$ cat config.mk
export PLATFORM = sky130hd
export DESIGN_NAME = flight_mode_sequencer_core
export DESIGN_NICKNAME = d
export VERILOG_FILES = /design/src/rtl/fms_pkg.sv /design/src/rtl/flight_mode_sequencer_core.sv
export SDC_FILE = /design/constraint.sdc
export NUM_CORES = 1
export LEC_CHECK = 0
export ABC_CLOCK_PERIOD_IN_PS = 19700
export BUFFER_PORTS_ARGS = -buffer_cell sky130_fd_sc_hd__buf_2
export CELL_PAD_IN_SITES_DETAIL_PLACEMENT = 0
export CELL_PAD_IN_SITES_GLOBAL_PLACEMENT = 1
export CORE_UTILIZATION = 40
export DETAILED_ROUTE_END_ITERATION = 6
export PLACE_DENSITY_LB_ADDON = 0.08
export SYNTH_ARGS = -nofsm -noshare
export SYNTH_HDL_FRONTEND = slang
export SYNTH_SLANG_ARGS = --single-unit
$ cat constraint.sdc
create_clock -name clk -period 19.7 [get_ports clk]
set_input_delay 0 -clock clk [delete_from_list [all_inputs] [get_ports clk]]
set_output_delay 0 -clock clk [all_outputs]
set_load 0.02 [all_outputs]
$ cat src/rtl/fms_pkg.sv
// Shared constants and types for the flight-mode sequencer.
`timescale 1ns / 1ps

package fms_pkg;

  // Flight phase codes.
  localparam logic [7:0] PH_DISARMED      = 8'd0;
  localparam logic [7:0] PH_ARMED         = 8'd1;
  localparam logic [7:0] PH_MISALIGN      = 8'd2;
  localparam logic [7:0] PH_GUIDANCE      = 8'd3;
  localparam logic [7:0] PH_RETURN_VERT   = 8'd4;
  localparam logic [7:0] PH_PAST_APOGEE   = 8'd5;
  localparam logic [7:0] PH_LANDING_BURN  = 8'd6;
  localparam logic [7:0] PH_LANDED        = 8'd7;
  localparam logic [7:0] PH_TEST_FIRST    = 8'd64;
  localparam logic [7:0] PH_TEST_LAST     = 8'd68;

  // Command status codes.
  localparam logic [2:0] ST_OK             = 3'd0;
  localparam logic [2:0] ST_BAD_STATE      = 3'd1;
  localparam logic [2:0] ST_BAD_TRANSITION = 3'd2;
  localparam logic [2:0] ST_BAD_SENSORS    = 3'd3;
  localparam logic [2:0] ST_NO_CONTINUITY  = 3'd4;

  // Item kinds.
  localparam logic ACT_TICK    = 1'b0;
  localparam logic ACT_COMMAND = 1'b1;

  // Configuration register indexes.
  localparam logic [2:0] CFG_MISALIGN_TIME = 3'd0;
  localparam logic [2:0] CFG_STAB_TIME     = 3'd1;
  localparam logic [2:0] CFG_LANDED_TIME   = 3'd2;
  localparam logic [2:0] CFG_APOGEE_DROP   = 3'd3;
  localparam logic [2:0] CFG_PYRO_LOCKOUT  = 3'd4;
  localparam logic [2:0] CFG_SENSOR_MASK   = 3'd5;

  // Register reset values.
  localparam logic [19:0]        RST_MISALIGN_TIME = 20'd1000;
  localparam logic [19:0]        RST_STAB_TIME     = 20'd3000;
  localparam logic [19:0]        RST_LANDED_TIME   = 20'd15000;
  localparam logic [22:0]        RST_APOGEE_DROP   = 23'd100;
  localparam logic signed [23:0] RST_PYRO_LOCKOUT  = 24'sd50;
  localparam logic [4:0]         RST_SENSOR_MASK   = 5'd0;

  // GPS fix types above this one are RTK float or fix.
  localparam logic [2:0] GPS_MIN_FIX = 3'd3;

  // Ignition is floor(3 * peak / 5). With n = 3 * peak below 2^26, the product
  // n * ceil(2^27 / 5) shifted right by 27 gives the exact quotient, so the
  // factor 3 is folded into the multiplier constant.
  localparam int          IGN_SHIFT = 27;
  localparam logic [26:0] IGN_MULT  = 27'd80530638;

  // One accepted input beat.
  typedef struct packed {
    logic               action;
    logic [7:0]         requested_state;
    logic               data_ready;
    logic [19:0]        time_since_launch_ms;
    logic signed [23:0] altitude_cm;
    logic [2:0]         gps_fix_type;
    logic               pyro_continuity;
  } item_t;

endpackage

$ cat src/rtl/flight_mode_sequencer_core.sv
// Flight-mode sequencer: phase stepping, apogee detection and pyro drive.
`timescale 1ns / 1ps

// The sequencer takes one beat per clock cycle, without gaps, while out_ready
// holds, for ticks and commands alike. Each beat lands in an input register;
// once the output register is free, the phase logic evaluates it against the
// sequencer state and writes both the new state and the result beat into the
// output register. The input register keeps accepting while a finished result
// waits for out_ready, and stalls only when both are full.
// The deepest path is the ignition-altitude product, a 23 by 27 bit multiply
// of the registered peak altitude that feeds the ignition register. Configuration
// writes are taken in any cycle, but should be issued only while no beat is in
// flight; indexes beyond the sensor mask register are ignored.
module flight_mode_sequencer_core (
  input  logic               clk,
  input  logic               rst,
  // Configuration write channel.
  input  logic               cfg_valid,
  output logic               cfg_ready,
  input  logic [2:0]         cfg_index,
  input  logic [23:0]        cfg_data,
  // Input channel.
  input  logic               in_valid,
  output logic               in_ready,
  input  logic               action,
  input  logic [7:0]         requested_state,
  input  logic               data_ready,
  input  logic [19:0]        time_since_launch_ms,
  input  logic signed [23:0] altitude_cm,
  input  logic [2:0]         gps_fix_type,
  input  logic               pyro_continuity,
  // Result channel.
  output logic               out_valid,
  input  logic               out_ready,
  output logic [7:0]         flight_state,
  output logic               pyro_fire,
  output logic [2:0]         status,
  output logic signed [23:0] ignition_altitude
);
  import fms_pkg::*;

  // Configuration registers.
  logic [19:0]        misalign_time_ms;
  logic [19:0]        stabilization_time_ms;
  logic [19:0]        landed_time_ms;
  logic [22:0]        apogee_drop_cm;
  logic signed [23:0] pyro_lockout_cm;
  logic [4:0]         sensor_fail_mask;

  // Sequencer state.
  logic [7:0]         phase, phase_next;
  logic signed [23:0] peak_altitude, peak_altitude_next;
  logic signed [23:0] ignition_level, ignition_level_next;
  logic               pyro_level, pyro_level_next;
  logic [2:0]         status_next;

  // Input register.
  item_t item;
  logic  item_valid;
  logic  item_move;

  logic [49:0]        ign_product;
  logic signed [23:0] ign_candidate;
  logic signed [25:0] alt_wide;
  logic signed [25:0] apogee_floor;

  // The configuration port never pushes back.
  assign cfg_ready = 1'b1;

  always_ff @(posedge clk) begin
    if (rst) begin
      misalign_time_ms      <= RST_MISALIGN_TIME;
      stabilization_time_ms <= RST_STAB_TIME;
      landed_time_ms        <= RST_LANDED_TIME;
      apogee_drop_cm        <= RST_APOGEE_DROP;
      pyro_lockout_cm       <= RST_PYRO_LOCKOUT;
      sensor_fail_mask      <= RST_SENSOR_MASK;
    end else if (cfg_valid && cfg_ready) begin
      unique case (cfg_index)
        CFG_MISALIGN_TIME: misalign_time_ms      <= cfg_data[19:0];
        CFG_STAB_TIME:     stabilization_time_ms <= cfg_data[19:0];
        CFG_LANDED_TIME:   landed_time_ms        <= cfg_data[19:0];
        CFG_APOGEE_DROP:   apogee_drop_cm        <= cfg_data[22:0];
        CFG_PYRO_LOCKOUT:  pyro_lockout_cm       <= $signed(cfg_data);
        CFG_SENSOR_MASK:   sensor_fail_mask      <= cfg_data[4:0];
        default: begin
        end
      endcase
    end
  end

  // The input register moves forward whenever the result register is empty
  // or being emptied this cycle, so a stalled result does not stop intake
  // until the input register is occupied as well.
  assign item_move = item_valid && (!out_valid || out_ready);
  assign in_ready  = !item_valid || item_move;

  always_ff @(posedge clk) begin
    if (rst) begin
      item_valid <= 1'b0;
    end else if (in_ready) begin
      item_valid <= in_valid;
    end
  end

  always_ff @(posedge clk) begin
    if (in_valid && in_ready) begin
      item.action               <= action;
      item.requested_state      <= requested_state;
      item.data_ready           <= data_ready;
      item.time_since_launch_ms <= time_since_launch_ms;
      item.altitude_cm          <= altitude_cm;
      item.gps_fix_type         <= gps_fix_type;
      item.pyro_continuity      <= pyro_continuity;
    end
  end

  // The peak never goes negative: it starts at zero, only rises on ticks and is
  // cleared to zero by a disarm command. When the apogee test passes, the peak is
  // the one already held, so the candidate is taken from the registered peak.
  assign ign_product   = {27'd0, peak_altitude[22:0]} * {23'd0, IGN_MULT};
  assign ign_candidate = $signed({1'b0, ign_product[IGN_SHIFT +: 23]});

  assign alt_wide     = {{2{item.altitude_cm[23]}}, item.altitude_cm};
  assign apogee_floor = $signed({2'b00, peak_altitude}) - $signed({3'b000, apogee_drop_cm});

  always_comb begin
    phase_next          = phase;
    peak_altitude_next  = peak_altitude;
    ignition_level_next = ignition_level;
    pyro_level_next     = pyro_level;
    status_next         = ST_OK;

    if (item.action == ACT_TICK) begin
      case (phase) inside
        PH_ARMED, [PH_TEST_FIRST:PH_TEST_LAST]: begin
          if (item.data_ready) pyro_level_next = 1'b0;
        end
        PH_MISALIGN: begin
          if (item.data_ready) pyro_level_next = 1'b0;
          if (item.time_since_launch_ms > misalign_time_ms) phase_next = PH_GUIDANCE;
        end
        PH_GUIDANCE: begin
          if (item.data_ready) pyro_level_next = 1'b0;
          if (item.time_since_launch_ms > stabilization_time_ms) begin
            phase_next = PH_RETURN_VERT;
          end
        end
        PH_RETURN_VERT: begin
          if (item.data_ready) begin
            pyro_level_next = 1'b0;
            if (item.altitude_cm > peak_altitude) peak_altitude_next = item.altitude_cm;
            if (alt_wide < apogee_floor) begin
              ignition_level_next = ign_candidate;
              phase_next          = PH_PAST_APOGEE;
            end
          end
        end
        PH_PAST_APOGEE, PH_LANDING_BURN: begin
          if (item.data_ready) begin
            if (ignition_level == '0 || item.altitude_cm > ignition_level) begin
              pyro_level_next = 1'b0;
            end else if (item.altitude_cm > pyro_lockout_cm) begin
              pyro_level_next = 1'b1;
              if (phase == PH_PAST_APOGEE) phase_next = PH_LANDING_BURN;
            end else begin
              pyro_level_next = 1'b0;
            end
          end
          if (phase == PH_LANDING_BURN && item.time_since_launch_ms > landed_time_ms) begin
            phase_next = PH_LANDED;
          end
        end
        PH_LANDED: begin
          pyro_level_next = 1'b0;
        end
        default: begin
        end
      endcase
    end else begin
      // Commands never touch the pyro line.
      if (item.requested_state == PH_ARMED) begin
        if (phase != PH_DISARMED) begin
          status_next = ST_BAD_TRANSITION;
        end else if (sensor_fail_mask != '0 || item.gps_fix_type <= GPS_MIN_FIX) begin
          status_next = ST_BAD_SENSORS;
        end else if (!item.pyro_continuity) begin
          status_next = ST_NO_CONTINUITY;
        end else begin
          phase_next = PH_ARMED;
        end
      end else if (item.requested_state == PH_DISARMED) begin
        peak_altitude_next  = '0;
        ignition_level_next = '0;
        phase_next          = PH_DISARMED;
      end else if (item.requested_state <= PH_LANDED ||
                   item.requested_state >= PH_TEST_FIRST) begin
        phase_next = item.requested_state;
      end else begin
        status_next = ST_BAD_STATE;
      end
    end
  end

  always_ff @(posedge clk) begin
    if (rst) begin
      phase          <= PH_DISARMED;
      peak_altitude  <= '0;
      ignition_level <= '0;
      pyro_level     <= 1'b0;
    end else if (item_move) begin
      phase          <= phase_next;
      peak_altitude  <= peak_altitude_next;
      ignition_level <= ignition_level_next;
      pyro_level     <= pyro_level_next;
    end
  end

  // Result register.
  always_ff @(posedge clk) begin
    if (rst) begin
      out_valid <= 1'b0;
    end else if (item_move) begin
      out_valid <= 1'b1;
    end else if (out_ready) begin
      out_valid <= 1'b0;
    end
  end

  always_ff @(posedge clk) begin
    if (item_move) begin
      flight_state      <= phase_next;
      pyro_fire         <= pyro_level_next;
      status            <= status_next;
      ignition_altitude <= ignition_level_next;
    end
  end

  // An empty result register must never hold off the input side.
  a_intake_open: assert property (@(posedge clk) disable iff (rst)
    !out_valid |-> in_ready)
    else $error("input stalled with an empty result register");

  // The pyro line only rises on a tick processed in a firing phase.
  a_pyro_rise: assert property (@(posedge clk) disable iff (rst)
    $rose(pyro_level) |-> $past(item_move && item.action == ACT_TICK &&
                               (phase == PH_PAST_APOGEE || phase == PH_LANDING_BURN)))
    else $error("pyro line rose outside a firing tick");

  // State holds while no beat is being processed.
  a_state_hold: assert property (@(posedge clk) disable iff (rst)
    !item_move |=> $stable(ignition_level) && $stable(phase) && $stable(peak_altitude))
    else $error("sequencer state changed without a beat");

  // The tracked peak is never negative.
  a_peak_sign: assert property (@(posedge clk) disable iff (rst)
    !peak_altitude[23])
    else $error("peak altitude went negative");

endmodule
==> results of run 1 <==
layout make-up:
type,instances,share of cell area [%]
Clock inverter,17,0.455
Inverter,428,6.21
Sequential cell,263,23.9
Clock buffer,37,3.00
Tap cell,748,3.62
Timing Repair Buffer,222,6.10
Multi-Input combinational cell,1659,56.7
placed cells by master (no fill, tap or decap), types with 76 or more instances in the layout:
| master | instances |
|---|---|
| fa_1 | 167 |
| nand2_1 | 246 |
| buf_2 | 124 |
| dfxtp_1 | 171 |
| ha_1 | 387 |
| nor2_1 | 76 |
| a21oi_1 | 164 |
| inv_1 | 426 |
| o21ai_0 | 79 |
| edfxtp_1 | 92 |
| dlygate4sd3_1 | 88 |
sequential cells by signal (all words and copies together), names as in the netlist, 3 cells and up:
name / flops
item: 32
alt_wide: 24
ignition_altitude: 24
ignition_level: 24
peak_altitude: 24
pyro_lockout_cm: 24
apogee_drop_cm: 23
landed_time_ms: 20
misalign_time_ms: 20
stabilization_time_ms: 20
flight_state: 8
phase: 8
sensor_fail_mask: 5
status: 3
worst max-delay path, stage by stage (launching register included):
cell	delay [ns]
dfxtp_1	0.58
inv_1	0.14
ha_1	0.35
inv_1	0.10
fa_1	0.47
fa_1	0.57
inv_1	0.11
fa_1	0.50
inv_1	0.08
fa_1	0.53
inv_1	0.05
fa_1	0.50
fa_1	0.55
inv_1	0.04
ha_1	0.36
nand4_1	0.19
nor3_1	0.41
nand3_1	0.14
a31oi_1	0.53
nor4b_2	0.16
o31ai_1	0.47
xnor2_1	0.33
o21ai_0	0.20
o21a_1	0.23
path summary, 6_finish.rpt:
path / startpoint / to / slack [ns] / depth (start not counted)
max: peak_altitude[12] / ignition_level[7] / 11.99 / 23
min: cfg_index[2] / sensor_fail_mask[0] / 0.05 / 4
min reg2reg: misalign_time_ms[11] / misalign_time_ms[11] / 0.45 / 2
max reg2reg: peak_altitude[12] / ignition_level[7] / 11.99 / 23
synthesized netlist by cell type (all sizes together) (9+ instances only):
cell	number	area, um2
inv	427	1600
ha	387	4840
nand2	246	923
dfxtp	171	3420
fa	167	3340
a21oi	165	830
edfxtp	92	2760
o21ai	86	430
nor2	76	285
a21o	66	495
clkbuf	48	180
nand3	42	210
nand4	42	275
nor3	35	180
o211ai	33	248
a22o	28	245
xnor2	26	228
a211oi	21	168
o21a	21	158
xor2	19	166
nor2b	16	100
nor4	15	124
nand2b	12	77.6
or2	12	75.1
a31oi	10	62.6
buf	10	55.1
o21bai	10	75.1
and3	9	56.3
layer usage:
| metal | vias up | track usage, % | wire length, um |
|---|---|---|---|
| met5 | - | 0 | 0 |
| met4 | 0 | 6.79 | 1880 |
| met3 | 73 | 2.43 | 2310 |
| met2 | 289 | 42.0 | 33300 |
| met1 | 8444 | 29.3 | 28900 |
| li1 | 8666 | - | - |
report_power, final:
group / switching (mW) / internal, mW / total, mW / leakage (nW)
clock: 0.230 / 0.290 / 0.521 / 0.431
sequential: 0.0198 / 0.581 / 0.601 / 2.28
combinational: 0.0858 / 0.0634 / 0.149 / 9.58
stage by stage:
step	power (mW)	util (%)	worst slack, ns	cell area [um2]
floorplan	0.693	-	13.18	22700
global placement	0.745	43.4	12.03	24100
detailed placement	0.749	43.4	11.97	24100
CTS	1.29	46.6	11.96	25900
global route	1.33	46.6	11.71	25900
finish	1.27	46.6	11.99	25900
cell families (layout without fill, tap and decap cells):
family / count (synthesis) / in the layout / share of synthesized area, %
buffers and inverters: 486 / 704 / 8.12
and+or+nand+nor: 537 / 537 / 11.4
xor gates and xnor gates: 45 / 45 / 1.74
AOI/OAI and AO/OA: 511 / 511 / 14.9
adders and majority gates: 554 / 554 / 36.1
muxes: 11 / 11 / 0.508
other: 1 / 1 / 0.0165
DFF: 263 / 263 / 27.3
==> metrics.yaml, run 1 <==
outcome: "finished, final reports clean"
drc: 0
hpwl_um: 54000
ys_seq_elements: 263
yosysSeqAreaShare_pct: 27.3
firstDrtPassIters: 5
ir_worst_vdd_mv: 0.0602
vias: 17500
routedWlPerCell_um: 19.7
critPathMaxFanout: 7
cp-end-kind: "flip-flop"
ios: 129
avgSynthCellArea_um2: 9.42
diodes: 0
finalSetupViolCount: 0
final_nets: 3247
viasPerCell: 5.18
die_h_um: 240
max_freq_mhz: 130
n_fill_cell: 5332
fin_setup_tns_ns: 0
critical_path_arrival_ns: 8.18
drt_wl_total_um: 66400
worst-setup-path-type: "reg -> reg"
slew_viol_final: 0
tightest_slew_ns: 1.22
p_leak_nw: 12.3
numCtsBuffers: 29
cts_root_buffer: "clkbuf_16"
min_path_type: "in -> reg"
placed_cells: 3232
fin_cells: 3374
gp_congestion: 0.857
fin_crit_sh_pct: 39.1
path_clk_slew_ns: 0.07
slew_headroom_pct: 18.3
grt_pass1_vias: 17900
ys_warn_count: 0
htreeDepth: 1
cts_setup_buffers: 0
cts.repair.resized: 0
rsz0062_at_grt: "false"
multi_input_area_mm2: 0.0147
groute.usage.overall_pct: 23.4
grt_overflow: 0
dieArea_mm2: 0.0577
syn_area_mm2: 0.0227
drive_gt1_share_pct: 8.19
insertion_delay_ns: 0.58
worstSetupStartpointType: "flip-flop"
hold_viol: 0
seq_area_mm2: 0.00619
row_count: 86
synth_edf_count: 92
ant_nets: 0
drv_cap: 0
clockBufferDepth: 3
cts_hold_buf: 88
finClkSkew_ns: 0.0185
grt_start_max_net_pins: 90
cp.required_ns: 20.17
antenna_found_initial: 1
grt_pass1_wl_um: 102000
synth_cells: 2408
power_density_mw_per_mm2: 49.2
port_buffers: 125
synthDistinctLibCells: 89
core_area_mm2: 0.0555
area_growth_pct: 14.0
cts_sinks: 263
ys.flop_type: "dfxtp_1"
syn-num-nets: 3052
async_flop_share_pct: 0
tritoncts: "done"
hold_ws_ns: 0.0469
fp.dieW_um: 240
initial_utilization_pct: 40.8
drt_iter0_markers: 835
min_period_ns: 7.71
(Power assumes the default switching activity.)
==> inputs of run 2 (changes only) <==
Settings changed: ABC_CLOCK_PERIOD_IN_PS 19700 to 6950.
Clock period 19.7 ns to 6.95 ns, I/O delays scaled along.
==> run 2 against run 1 <==
Worst hold slack got worse by 0.0079 ns. Critical path depth increased by 1. Non-clock buffer count increased by 92. Sequential share of layout area decreased by 0.87 points. Core utilization increased by 1.8 points. Final area increased by 3.8%. Cell count increased by 2.8%. Maximum frequency increased by 15%. Flip-flop and latch count unchanged. Largest cell class unchanged. Power increased to 3.0 times the previous value. Sequential power increased to 2.8 times the previous value. Highest routed layer unchanged. Global-route usage increased by 0.63 points. Largest power group is now clock.
==> metrics.yaml, run 2 (synthesized netlist as in run 1, its figures left out) <==
gp_congestion: 0.882
worstRegToRegCells: 24
die_h_um: 240
port_buffers: 125
power_density_mw_per_mm2: 144
ios: 129
cp.required_ns: 7.24
routedWlPerCell_um: 19.7
outcome: "finished, final reports clean"
numCtsBuffers: 31
initial_utilization_pct: 40.8
rsz0062_at_grt: "true"
tritoncts: "done"
critical_path.most_common_cell: "fa_1"
regMostFlops: "item"
insertion_delay_ns: 0.58
clockBufferDepth: 3
largest_reg_flops: 32
critPathMaxFanout: 3
min_period_ns: 6.72
most-common-layout-cells: "inv_1, ha_1, nand2_1, dfxtp_1, fa_1"
hpwl_um: 55600
worstPathCellList: "inv_1 > ha_1 > inv_1 > fa_2 > fa_1 > buf_4 > fa_1 > inv_1 > fa_1 > inv_1 > fa_1 > fa_1 > ha_1 > a21o_1 > a21o_1 > o21ai_1 > a21oi_1 > buf_4 > or3_4 > buf_4 > a211o_1 > a21oi_2 > xor2_1 > o21ai_0"
groute.usage.overall_pct: 24.0
pre_cts_slack_ns: -0.0788
hold_ws_ns: 0.0390
firstDrtPassIters: 5
finalSetupViolCount: 0
path_clk_slew_ns: 0.07
drive_gt1_share_pct: 12.5
min_path_type: "in -> reg"
area_growth_pct: 18.3
row_count: 86
ir_worst_vdd_mv: 0.206
drt_iter0_markers: 853
drt_wl_total_um: 68200
layout_commonest_cell: "inv_1"
slew_headroom_pct: 21.0
ant_nets: 0
p_leak_nw: 12.8
drc: 0
timing.final.ws_setup_ns: 0.233
slew_viol_final: 0
diodes: 0
reg2reg_slack_ns: 0.23
cp-end-kind: "flip-flop"
max_freq_mhz: 149
critical_path_arrival_ns: 7.00
grt_start_max_net_pins: 96
htreeDepth: 1
fp.dieW_um: 240
drv_cap: 0
crit_path_top_delay_cell: "fa_1"
max_stage_delay_ns: 0.54
dieArea_mm2: 0.0577
final_nets: 3341
critical_path.endpoint: "ignition_altitude[19]"
grt_overflow: 0
grt_pass1_vias: 18400
viasPerCell: 5.15
worstSetupStartpointType: "flip-flop"
worst-setup-path-type: "reg -> reg"
finClkSkew_ns: 0.0168
cts_root_buffer: "clkbuf_16"
cts_sinks: 263
fin_crit_sh_pct: 96.6
antenna_found_initial: 1
vias: 17900
reg2reg_to: "ignition_altitude[19]"
grt_pass1_wl_um: 105000
hold_viol: 0
r2r_start: "peak_altitude[12]"
core_area_mm2: 0.0555
startpoint: "peak_altitude[12]"
tightest_slew_ns: 1.19
==> run 2: metal layers <==
layer | up-vias | routed length, um | track usage (%)
met5 | - | 0 | 0
met4 | 0 | 2570 | 9.01
met3 | 98 | 2300 | 2.14
met2 | 343 | 34100 | 42.6
met1 | 8574 | 29300 | 30.0
li1 | 8844 | - | -
==> run 2: how the worst min path moves through the flow <==
stage / startpoint / to / slack, ns / depth (start not counted)
6_report: cfg_index[2] / sensor_fail_mask[4] / 0.04 / 4
5_1_grt: cfg_index[2] / sensor_fail_mask[0] / 0.06 / 4
4_1_cts: cfg_index[2] / sensor_fail_mask[0] / 0.0009 / 4
3_5_place_dp: pyro_continuity / item[0] / 0.18 / 1
3_3_place_gp: time_since_launch_ms[11] / item[39] / 0.18 / 1
2_1_floorplan: altitude_cm[0] / alt_wide[0] / 0.1 / 0
==> run 2: layout make-up <==
class,instances,area (um2)
clock buffers,41,873
clock inverters,16,199
fillers,5361,28700
inverters,428,1610
multi-input cells,1659,14800
flip-flops and latches,263,6190
well taps,748,936
repair buffers,314,2260
==> run 2: what timing repair did <==
| action | CTS | global route |
|---|---|---|
| buffers inserted | 0 | 2 |
| gates resized for setup | 2 | 30 |
| setup endpoints to repair | 3 | 37 |
| hold buffers | 86 | 0 |
| endpoints found under the hold margin | 181 | 0 |
| pin swaps | 0 | 13 |
==> run 2: worst max-delay path: cells and delay by family, from the launching register on <==
family,cells,cell delay [ns]
compound gates,7,1.15
xor+xnor,1,0.19
flops,1,0.32
simple gates,1,0.37
fa+ha+maj,8,3.62
buf+inv,7,0.76
==> run 2: through the flow <==
step           TNS [ns]  power (mW)  std cells  util, %  instance area, um2
6_report              0        3.85       3469     48.3               26800
5_1_grt         -0.0543        4.01       3469     48.3               26800
4_1_cts               0        3.89       3467     48.1               26700
3_5_place_dp    -0.0884        2.13       3324     44.6               24800
3_3_place_gp    -0.0247        2.11       3324     44.6               24800
2_1_floorplan         0        1.96       2408        -               22700
==> run 2: report_power, final <==
group / total (mW) / leakage [nW] / internal, mW / switching, mW
Combinational: 0.426 / 10.0 / 0.181 / 0.244
Sequential: 1.70 / 2.28 / 1.65 / 0.0561
Clock: 1.72 / 0.528 / 1.03 / 0.691
